**config.mk**
```make
export PLATFORM = sky130hd
export DESIGN_NAME = crc8_framed_packet_receiver
export DESIGN_NICKNAME = d
export VERILOG_FILES = /design/src/hw/rtl/crc8fr_pkg.sv /design/src/hw/rtl/crc8fr_crc_bitser.sv /design/src/hw/rtl/crc8fr_store.sv /design/src/hw/rtl/crc8_framed_packet_receiver.sv
export SDC_FILE = /design/constraint.sdc
export NUM_CORES = 1
export LEC_CHECK = 0
export BUFFER_PORTS_ARGS = -buffer_cell sky130_fd_sc_hd__buf_2
export CAP_MARGIN = 20
export CORE_UTILIZATION = 40
export DETAILED_ROUTE_END_ITERATION = 7
export GPL_TIMING_DRIVEN = 0
export PLACE_DENSITY = 0.53
export SYNTH_ARGS = -nofsm -noshare
export SYNTH_HDL_FRONTEND = slang
export SYNTH_SLANG_ARGS = --single-unit
```
**constraint.sdc**
```tcl
create_clock -name i_clk -period 3.05 [get_ports i_clk]
set_input_delay 0.4575 -clock i_clk [delete_from_list [all_inputs] [get_ports i_clk]]
set_output_delay 0.4575 -clock i_clk [all_outputs]
set_load 0.01 [all_outputs]
```
**src/hw/rtl/crc8fr_pkg.sv**
```systemverilog
// Shared types, constants and codes for the CRC-8 framed packet receiver.
package crc8fr_pkg;

    localparam int MAX_PAYLOAD_DEF = 32;

    localparam logic [7:0] CRC_POLY        = 8'h8C;
    localparam logic [7:0] SYNC_FIRST_RST  = 8'hAA;
    localparam logic [7:0] SYNC_SECOND_RST = 8'h55;

    localparam int CFG_IDX_W = 1;
    localparam logic [CFG_IDX_W-1:0] CFG_SYNC_FIRST  = 1'b0;
    localparam logic [CFG_IDX_W-1:0] CFG_SYNC_SECOND = 1'b1;

    typedef enum logic [3:0] {
        S_SYNC1,
        S_SYNC2,
        S_TYPE,
        S_SEQ,
        S_LEN,
        S_DATA,
        S_CRC,
        S_RD,
        S_WR
    } t_state;

    typedef struct packed {
        logic       start;
        logic       clear;
        logic [7:0] data;
    } t_crc_cmd;

endpackage

```
**src/hw/rtl/crc8fr_crc_bitser.sv**
```systemverilog
// Bit-serial reflected CRC-8 unit: one bit of the byte is folded in per cycle.
module crc8fr_crc_bitser (
    input  logic                i_clk,
    input  logic                i_rst_n,
    input  crc8fr_pkg::t_crc_cmd i_cmd,
    output logic                o_busy,
    output logic [7:0]          o_crc
);
    import crc8fr_pkg::*;

    logic [7:0] r_crc, n_crc;
    logic [7:0] r_sh;
    logic [2:0] r_cnt;
    logic       r_busy;
    logic       fb;
    logic [7:0] crc_base;

    // A new command optionally restarts the CRC from zero before its first bit.
    assign crc_base = (i_cmd.start && i_cmd.clear) ? 8'h00 : r_crc;
    assign fb       = r_crc[0] ^ r_sh[0];
    assign n_crc    = {1'b0, r_crc[7:1]} ^ (fb ? CRC_POLY : 8'h00);

    always_ff @(posedge i_clk) begin
        if (!i_rst_n) begin
            r_crc  <= 8'h00;
            r_busy <= 1'b0;
            r_cnt  <= 3'd0;
        end else if (i_cmd.start) begin
            r_crc  <= crc_base;
            r_busy <= 1'b1;
            r_cnt  <= 3'd7;
        end else if (r_busy) begin
            r_crc <= n_crc;
            r_cnt <= r_cnt - 3'd1;
            if (r_cnt == 3'd0) begin
                r_busy <= 1'b0;
            end
        end
    end

    always_ff @(posedge i_clk) begin
        if (i_cmd.start) begin
            r_sh <= i_cmd.data;
        end else if (r_busy) begin
            r_sh <= {1'b0, r_sh[7:1]};
        end
    end

    assign o_busy = r_busy;
    assign o_crc  = r_crc;

endmodule

```
**src/hw/rtl/crc8fr_store.sv**
```systemverilog
// Payload memory: one write port and one registered read port.
module crc8fr_store #(
    parameter int DEPTH = crc8fr_pkg::MAX_PAYLOAD_DEF,
    parameter int AW    = (DEPTH > 1) ? $clog2(DEPTH) : 1
) (
    input  logic          i_clk,
    input  logic          i_we,
    input  logic [AW-1:0] i_waddr,
    input  logic [7:0]    i_wdata,
    input  logic [AW-1:0] i_raddr,
    output logic [7:0]    o_rdata
);
    logic [7:0] r_mem [DEPTH];
    logic [7:0] r_rdata;

    always_ff @(posedge i_clk) begin
        if (i_we) begin
            r_mem[i_waddr] <= i_wdata;
        end
    end

    always_ff @(posedge i_clk) begin
        r_rdata <= r_mem[i_raddr];
    end

    assign o_rdata = r_rdata;

endmodule

```
**src/hw/rtl/crc8_framed_packet_receiver.sv**
```systemverilog
// Top level: sync hunt, header and payload capture, CRC check and result emission.
// A sync or CRC byte is taken once the bit-serial CRC unit is idle; a type,
// sequence, length or data byte holds off the next until the CRC unit folds it in.
// After a matching CRC byte each result is read from the payload memory (S_RD)
// and registered in S_WR once the result register is free, one result at a time.
// Reset is synchronous and active low; it clears control, header and CRC state
// and restores the sync bytes; the payload memory is not cleared.
module crc8_framed_packet_receiver #(
    parameter int MAX_PAYLOAD = crc8fr_pkg::MAX_PAYLOAD_DEF
) (
    input  logic                           i_clk,
    input  logic                           i_rst_n,
    input  logic                           i_cfg_we,
    input  logic [crc8fr_pkg::CFG_IDX_W-1:0] i_cfg_idx,
    input  logic [7:0]                     i_cfg_data,
    input  logic                           i_in_valid,
    output logic                           o_in_ready,
    input  logic [7:0]                     i_in_byte,
    output logic                           o_out_valid,
    input  logic                           i_out_ready,
    output logic [7:0]                     o_frame_type,
    output logic [7:0]                     o_frame_seq,
    output logic [5:0]                     o_payload_len,
    output logic                           o_has_payload,
    output logic [4:0]                     o_byte_index,
    output logic [7:0]                     o_payload_byte,
    output logic                           o_last_of_frame
);
    import crc8fr_pkg::*;

    localparam int LEN_W = $clog2(MAX_PAYLOAD + 1);
    localparam int AW    = (MAX_PAYLOAD > 1) ? $clog2(MAX_PAYLOAD) : 1;
    localparam logic [7:0] MAX_LEN = 8'(MAX_PAYLOAD);

    t_state r_state, n_state;

    logic [7:0]       r_sync_first, r_sync_second;
    logic [7:0]       r_type, r_seq;
    logic [LEN_W-1:0] r_len, r_fill, r_idx;

    logic             r_ovalid;
    logic [7:0]       r_o_type, r_o_seq, r_o_byte;
    logic [5:0]       r_o_len;
    logic             r_o_has, r_o_last;
    logic [4:0]       r_o_idx;

    t_crc_cmd   crc_cmd;
    logic       crc_busy;
    logic [7:0] crc_val;
    logic [7:0] rd_data;

    logic in_acc, len_ok, fill_last, emit_last, slot_free, load_out, mem_we;

    assign in_acc    = i_in_valid && o_in_ready;
    assign len_ok    = (i_in_byte <= MAX_LEN);
    assign fill_last = ((LEN_W+1)'(r_fill) + (LEN_W+1)'(1)) >= (LEN_W+1)'(r_len);
    assign emit_last = (r_len == '0) ||
                       (((LEN_W+1)'(r_idx) + (LEN_W+1)'(1)) == (LEN_W+1)'(r_len));
    assign slot_free = !r_ovalid || i_out_ready;

    // Next state.
    always_comb begin
        n_state = r_state;
        unique case (r_state)
            S_SYNC1: if (in_acc && (i_in_byte == r_sync_first)) n_state = S_SYNC2;
            S_SYNC2: begin
                if (in_acc) begin
                    n_state = (i_in_byte == r_sync_second) ? S_TYPE : S_SYNC1;
                end
            end
            S_TYPE: if (in_acc) n_state = S_SEQ;
            S_SEQ:  if (in_acc) n_state = S_LEN;
            S_LEN: begin
                if (in_acc) begin
                    if (!len_ok) begin
                        n_state = S_SYNC1;
                    end else begin
                        n_state = (i_in_byte == 8'h00) ? S_CRC : S_DATA;
                    end
                end
            end
            S_DATA: if (in_acc && fill_last) n_state = S_CRC;
            S_CRC: begin
                if (in_acc) begin
                    n_state = (i_in_byte == crc_val) ? S_RD : S_SYNC1;
                end
            end
            S_RD: n_state = S_WR;
            S_WR: if (slot_free) n_state = emit_last ? S_SYNC1 : S_RD;
            default: n_state = S_SYNC1;
        endcase
    end

    // Outputs of the state machine.
    always_comb begin
        o_in_ready    = 1'b0;
        crc_cmd.start = 1'b0;
        crc_cmd.clear = 1'b0;
        crc_cmd.data  = i_in_byte;
        mem_we        = 1'b0;
        load_out      = 1'b0;
        unique case (r_state)
            S_SYNC1, S_SYNC2, S_CRC: o_in_ready = !crc_busy;
            S_TYPE: begin
                o_in_ready    = !crc_busy;
                crc_cmd.start = in_acc;
                crc_cmd.clear = 1'b1;
            end
            S_SEQ: begin
                o_in_ready    = !crc_busy;
                crc_cmd.start = in_acc;
            end
            S_LEN: begin
                o_in_ready    = !crc_busy;
                crc_cmd.start = in_acc && len_ok;
            end
            S_DATA: begin
                o_in_ready    = !crc_busy;
                crc_cmd.start = in_acc;
                mem_we        = in_acc;
            end
            S_RD: ;
            S_WR: load_out = slot_free;
            default: ;
        endcase
    end

    always_ff @(posedge i_clk) begin
        if (!i_rst_n) begin
            r_state       <= S_SYNC1;
            r_sync_first  <= SYNC_FIRST_RST;
            r_sync_second <= SYNC_SECOND_RST;
            r_type        <= 8'h00;
            r_seq         <= 8'h00;
            r_len         <= '0;
            r_fill        <= '0;
            r_idx         <= '0;
            r_ovalid      <= 1'b0;
        end else begin
            r_state <= n_state;
            if (i_cfg_we) begin
                unique case (i_cfg_idx)
                    CFG_SYNC_FIRST:  r_sync_first  <= i_cfg_data;
                    CFG_SYNC_SECOND: r_sync_second <= i_cfg_data;
                    default: ;
                endcase
            end
            if (in_acc && (r_state == S_TYPE)) r_type <= i_in_byte;
            if (in_acc && (r_state == S_SEQ))  r_seq  <= i_in_byte;
            if (in_acc && (r_state == S_LEN) && len_ok) begin
                r_len  <= LEN_W'(i_in_byte);
                r_fill <= '0;
            end
            if (mem_we) r_fill <= r_fill + LEN_W'(1);
            if (in_acc && (r_state == S_CRC)) r_idx <= '0;
            if (load_out && !emit_last) r_idx <= r_idx + LEN_W'(1);
            if (load_out) begin
                r_ovalid <= 1'b1;
            end else if (i_out_ready) begin
                r_ovalid <= 1'b0;
            end
        end
    end

    // Result payload register; an empty frame yields a single all-zero payload result.
    always_ff @(posedge i_clk) begin
        if (load_out) begin
            r_o_type <= r_type;
            r_o_seq  <= r_seq;
            r_o_len  <= 6'(r_len);
            r_o_has  <= (r_len != '0);
            r_o_idx  <= 5'(r_idx);
            r_o_byte <= (r_len != '0) ? rd_data : 8'h00;
            r_o_last <= emit_last;
        end
    end

    crc8fr_crc_bitser u_crc (
        .i_clk   (i_clk),
        .i_rst_n (i_rst_n),
        .i_cmd   (crc_cmd),
        .o_busy  (crc_busy),
        .o_crc   (crc_val)
    );

    crc8fr_store #(
        .DEPTH (MAX_PAYLOAD),
        .AW    (AW)
    ) u_store (
        .i_clk   (i_clk),
        .i_we    (mem_we),
        .i_waddr (r_fill[AW-1:0]),
        .i_wdata (i_in_byte),
        .i_raddr (r_idx[AW-1:0]),
        .o_rdata (rd_data)
    );

    assign o_out_valid     = r_ovalid;
    assign o_frame_type    = r_o_type;
    assign o_frame_seq     = r_o_seq;
    assign o_payload_len   = r_o_len;
    assign o_has_payload   = r_o_has;
    assign o_byte_index    = r_o_idx;
    assign o_payload_byte  = r_o_byte;
    assign o_last_of_frame = r_o_last;

endmodule

```
# Word level (Yosys, flattened, before mapping)
# Memory sizes are Yosys's and may differ from the RTL's. A register that Yosys moved wholly into a read port is not among the register bits.
# Cells that the tools add are included.
[totals]
out_inout_bits = 39
mem_bits_rw = 256
latchBits = 0
register_bits = 112
elab_cells = 121
mem_bits_ro = 0
input_bits = 22
n_memories = 1
[op_classes]
bitwise = 3
addsub = 5
n_div = 0
eq_ne = 21
n_reduce_logical = 31
n_mux = 38
n_shift = 0
mul = 0
magnitude_cmp = 2
[memory_table]
columns = ["memory", "words", "width", "read_ports", "rd_clocked_by_memory_dff", "wr", "line_no", "source"]
rows = [
  ["u_store.r_mem", 32, 8, 1, 1, 1, "crc8fr_store.sv:13", "logic [7:0] r_mem [DEPTH];"],
]
[op_table]
columns = ["op", "n"]
rows = [
  ["$mux 8", 6],
  ["$pmux 4 s9", 1],
  ["$mux 4", 8],
  ["$eq 8x8->1", 3],
  ["$mux 6", 4],
  ["$ne 2x2->1 const B", 9],
  ["$eq 4x3->1 const B", 4],
  ["$mux 3", 5],
  ["$add 6x1->7 const B", 2],
  ["$add 6x1->6 const B", 2],
  ["$logic_and 1x1->1", 11],
  ["$mux 1", 11],
  ["$eq 4x2->1 const B", 2],
  ["$le 8x6->1 const B", 1],
  ["$logic_not 8->1", 1],
  ["$reduce_and 8->1", 1],
  ["$reduce_bool 2->1", 4],
  ["$xor 7x8->8", 1],
  ["$eq 7x6->1", 1],
  ["$ge 7x6->1", 1],
  ["$reduce_or 7->1", 1],
  ["$logic_not 6->1", 1],
  ["$reduce_and 2->1", 3],
  ["$reduce_bool 6->1", 1],
  ["other kinds (12)", 16],
]

# Depth between registers and ports, before layout
[depth]
word_depth = 9
depth_mapped = 10
depth_no_buf = 9

# Cells and area by module
# From an unflattened synthesis, not the netlist that was laid out.
[hier_totals]
hier_cells = 898
area_unflattened_um2 = 15129.5
[by_module_without_submodules]
columns = ["mod", "cells_each", "area_each_um2", "n_inst", "seq_area_each_um2"]
rows = [
  ["crc8fr_store", 418, 10052.1, 1, 7847.5],
  ["crc8_framed_packet_receiver", 407, 4181.5, 1, 2212.1],
  ["crc8fr_crc_bitser", 73, 895.9, 1, 480.5],
]

# Worst setup path before layout
# No wires, ideal clock.
[synth_timing]
path_type = "reg-to-reg"
start = "register r_state[1]"
end = "register r_idx[4]"
period_less_slack_ps = 2698
n_path_buf = 1
setup_ps = 120
path_stages_with_launch = 7
path_slack_ps = 352
arrival_ps = 2578
required_ps = 2930
path_cell_list = "dfxtp_1 -> buf_2 -> nor3_1 -> and3_1 -> o211ai_1 -> and3_1 -> a211o_1"
[synth_via]
word_cells_on_any_way = 16
classes_between = "eq/ne (7); mux (3); reduce/logical (6)"
[synth_rtl]
columns = ["item", "line_no", "source"]
rows = [
  ["start: declaration", "crc8_framed_packet_receiver.sv:35", "t_state r_state, n_state;"],
  ["start signal: assignment", "crc8_framed_packet_receiver.sv:140", "r_state <= n_state;"],
  ["$eq 4x4->1 (*)", "crc8_framed_packet_receiver.sv:102", "unique case (r_state)"],
  ["$mux 1 (*)", "crc8_framed_packet_receiver.sv:102", ""],
  ["named net load_out", "crc8_framed_packet_receiver.sv:52", "logic in_acc, len_ok, fill_last, emit_last, slot_free, load_out, mem_we;"],
  ["$logic_and 1x1->1 (*)", "crc8_framed_packet_receiver.sv:156", "if (load_out && !emit_last) r_idx <= r_idx + LEN_W'(1);"],
  ["$mux 6 or $reduce_bool 2->1 (tied branches)", "--", ""],
  ["end signal: assignment", "crc8_framed_packet_receiver.sv:156", ""],
  ["end: declaration", "crc8_framed_packet_receiver.sv:39", "logic [LEN_W-1:0] r_len, r_fill, r_idx;"],
]
# The timed path passes the listed nets; every way through them passes the cells marked *.
# A chain may end at the register's enable or synchronous reset.

# Worst setup path in the final report
[layout_timing]
start = "register u_crc.r_busy (netlist: u_crc.o_busy)"
end = "memory u_store.r_mem[15][3] (enable)"
[layout_via]
elab_chain_len = 6
[layout_lines]
columns = ["item", "line_no", "source"]
rows = [
  ["start: declaration", "crc8fr_crc_bitser.sv:14", "logic r_busy;"],
  ["start signal: assignment", "crc8fr_crc_bitser.sv:26", "r_busy <= 1'b0;"],
  ["start signal: assignment", "crc8fr_crc_bitser.sv:30", "r_busy <= 1'b1;"],
  ["start signal: assignment", "crc8fr_crc_bitser.sv:36", "r_busy <= 1'b0;"],
  ["$logic_not 1->1", "--", ""],
  ["$mux 1", "--", ""],
  ["$logic_and 1x1->1", "crc8_framed_packet_receiver.sv:54", "assign in_acc = i_in_valid && o_in_ready;"],
  ["$mux 1", "crc8_framed_packet_receiver.sv:102", ""],
  ["$mux 1", "crc8fr_store.sv:17", "if (i_we) begin"],
  ["$mux 1 (not written as such)", "crc8fr_store.sv:18", "r_mem[i_waddr] <= i_wdata;"],
  ["end: declaration", "crc8fr_store.sv:13", ""],
]
# Every way passes these cells.

==> impl_metrics.csv <==
group,metric,value,unit
clock_network,clk-insertion-delay-late,0.55,ns
hold_path,holdPathEnd,"r_sync_second[4]",
worst_setup_path,end_kind,"flip-flop",
worst_setup_path,ff2ff_path_depth,6,
routing,wire_per_inst,22.0,um
die,core_area,0.0376,mm^2
finish,synthToLayoutAreaGrowth,15.3,%
yosys,muxShareOfSynthArea,0.144,
hold_path,hold_class,"primary input to flip-flop",
die,dieArea,0.0389,mm^2
routing,drt-vias-per-instance,5.12,
run,maxCapViolations,0,
grt,first_global_vias,8155,
routing,dr_total_vias,8048,
worst_setup_path,r2r-end,"u_store.r_mem[15][3]",
worst_setup_path,cp.required,3.21,ns
hold_path,worst_hold_startpoint,"i_cfg_data[4]",
yosys,syn_nets,961,
sta,worst_pin_slew,1.06,ns
sta,min_period,3.03,ns
yosys,yosys_warnings,0,
yosys,ys_types,53,
worst_setup_path,crit_arrival,3.20,ns
yosys,yosysTopAreaCellShare,0.593,
finish,nets,1062,
routing,drt-initial-drc-count,555,
hold_path,hold_path_depth,3,
grt,grt_antenna_before_repair,0,
place,gp_congestion,0.818,
worst_setup_path,r2r_setup_slack,0.02,ns
yosys,async_flop_share,0,
power,peakVddDrop,0.000354,V
sta,grt_setup_unrepaired,"true",
worst_setup_path,timing.rr.start,"u_crc.o_busy",
worst_setup_path,crit_path_start_kind,"flip-flop",
place,portBuffers,60,
finish,drive_above_1_share,0.250,
routing,wl,34.6,mm
yosys,synthAdderAreaFrac,0.0107,
yosys,yosys_register_bits,376,
sta,relSlewSlack,0.296,
clock_network,cts_max_path_buffers,3,
sta,clock.fmax,330,MHz
clock_network,numCtsBuffers,41,
clock_network,cts_hold_buf,0,
finish,num-fill-cells,3261,
finish,antenna_cells,0,
place,place_inst,1498,
place,dp_hpwl,22.5,mm
sta,period_share,0.994,
routing,drc,0,
yosys,synth_largest_area_cell,"edfxtp_1",
die,die_h,197,um
yosys,syn_area,0.0152,mm^2
yosys,ys.flop_type,"edfxtp_1",
finish,top_register,"u_store.r_mem",
sta,setup_viol,0,
grt,grt-ovfl-total,0,
power,power.density,603,mW/mm^2
die,rows,71,
place,preCtsSetupSlack,-0.505,ns
yosys,synth_compound_area_frac,0.0297,
sta,finalWorstSetupSlack,0.0191,ns
clock_network,clk_pin_slew,0.06,ns
routing,drt_pass1_iterations,5,
yosys,seq_area_frac_synth,0.692,
yosys,synth_area_leaders,"edfxtp_1 (59%), mux4_2 (12%), dfxtp_1 (9.9%)",
sta,drv_slew,0,
finish,largest_reg_flops,256,
run_status,status,"complete, no violations",
power,p_leak,5.85,nW
yosys,syn_area_per_cell,16.5,um^2
grt,grtUsageTotal,0.185,
grt,grt_max_degree,34,
clock_network,clock-sinks,376,
routing,ant_nets,0,
finish,final_core_util,0.468,
yosys,yosys.area_share.simple,0.0824,
clock_network,tritoncts,"yes",
sta,skew,0.0178,ns
yosys,synth_edf_count,301,
die,start_util,0.406,
die,pin_count,61,
clock_network,htree_levels,2,
worst_setup_path,critPathKind,"flip-flop to flip-flop",
yosys,synth_xor_area_frac,0.0201,
finish,final_cell_count_no_fill,1571,
clock_network,cts_setup_buffers,0,
grt,grt_pass1_wl,52.0,mm
yosys,synth_cells,926,
die,die_w,197,um
clock_network,cts_root_buf,"clkbuf_16",
yosys,synth_top_family_by_area,"multiplexers",
worst_setup_path,path_max_fanout,10,
sta,hold_viol,0,
[cells in the mapped netlist (2+ instances only)]
cell type  instances
or2_2              3
o21ai_1            2
o22ai_1            6
dfxtp_1           75
clkbuf_1          33
buf_1              2
inv_1             13
edfxtp_1         301
nand4_1            2
o21a_1             4
and3_1             7
mux2_2            16
nand3b_1           3
nor4_1             6
o21ai_0            5
nand4b_1           2
nor2b_1           38
nor3b_1            7
buf_2             14
mux2i_1           22
a21boi_0          12
nand2b_1          14
nand2_1           64
a21oi_1           20
ha_1              13
nand3_1           26
o211ai_1           3
a21o_1             5
buf_4              2
mux4_2            80
and2_1            12
nor2_1            49
xor2_1            18
nor3_1             8
xnor2_1           17
buf_6              5
[area by class of cell]
class | instances | area, um^2 | area share
flip-flops and latches | 376 | 10500 | 0.600
multi-input cells | 481 | 4430 | 0.252
clock buffers | 58 | 1150 | 0.0656
well taps | 511 | 639 | 0.0364
repair buffers | 61 | 320 | 0.0182
plain buffers | 53 | 265 | 0.0151
clock inverters | 18 | 168 | 0.00954
inverters | 13 | 48.8 | 0.00278
[how the worst max path moves through the flow]
stage | startpoint | end | cells after the start | slack (ns)
floorplan | r_state[1] | r_idx[4] | 6 | 0.35
global placement | r_state[1] | r_idx[4] | 6 | -0.50
detailed placement | i_in_byte[4] | r_state[1] | 9 | -0.51
CTS | u_crc.o_busy | u_store.r_mem[15][4] | 6 | 0.02
global route | r_state[3] | u_store.r_mem[19][3] | 6 | -0.19
finish | u_crc.o_busy | u_store.r_mem[15][3] | 6 | 0.02
[layer usage]
layer,GRT usage,vias up,part of all wire
met5,0,-,0
met4,0.0551,0,0.018
met3,0.0319,37,0.045
met2,0.302,165,0.49
met1,0.254,4103,0.45
li1,-,3743,-
[layout by cell type (no fill, tap or decap), types with 22 or more instances in the layout]
| master | n |
|---|---|
| nor2b_1 | 38 |
| clkbuf_16 | 43 |
| nand3_1 | 26 |
| mux2i_1 | 22 |
| buf_2 | 75 |
| nor2_1 | 30 |
| clkbuf_1 | 41 |
| edfxtp_1 | 301 |
| dfxtp_1 | 75 |
| nand2_1 | 64 |
| mux4_2 | 80 |
[through the flow]
stage	hold slack (ns)	setup TNS (ns)	instance area, um^2	power [mW]
2_1_floorplan	0.403	0	15200	5.72
3_3_place_gp	0.411	-8.46	16200	5.83
3_5_place_dp	0.415	-7.16	16200	5.84
4_1_cts	0.107	0	17500	10.7
5_1_grt	0.143	-16.66	17600	10.9
6_report	0.138	0	17600	10.6
[repair_timing]
| item | 4_1_cts | 5_1_grt |
|---|---|---|
| hold endpoints to repair | 0 | 0 |
| gates resized for setup | 3 | 20 |
| setup endpoints to repair | 8 | 259 |
[kinds of logic (layout without fill, tap and decap cells)]
logic type,after synthesis,count (layout)
muxes,118,118
buffers and inverters,69,203
and+or+nand+nor,247,247
AOI/OAI and AO/OA,68,68
DFF,376,376
adders and majority gates,13,13
xor gates and xnor gates,35,35
[report_power, final]
part | total (mW) | switching, mW | internal (mW)
Sequential | 5.54 | 0.00789 | 5.53
Combinational | 0.181 | 0.132 | 0.0497
Clock | 4.88 | 1.99 | 2.89
Total | 10.6 | 2.13 | 8.48
[worst max-delay path, cell delays in order (launching register included)]
cell and delay, ns:
dfxtp_1 0.29, buf_2 0.18, nor2b_1 0.35, nand2_1 0.14
nor2_1 0.41, nand2_1 0.46, nor2_1 0.81
(Power assumes the default switching activity.)
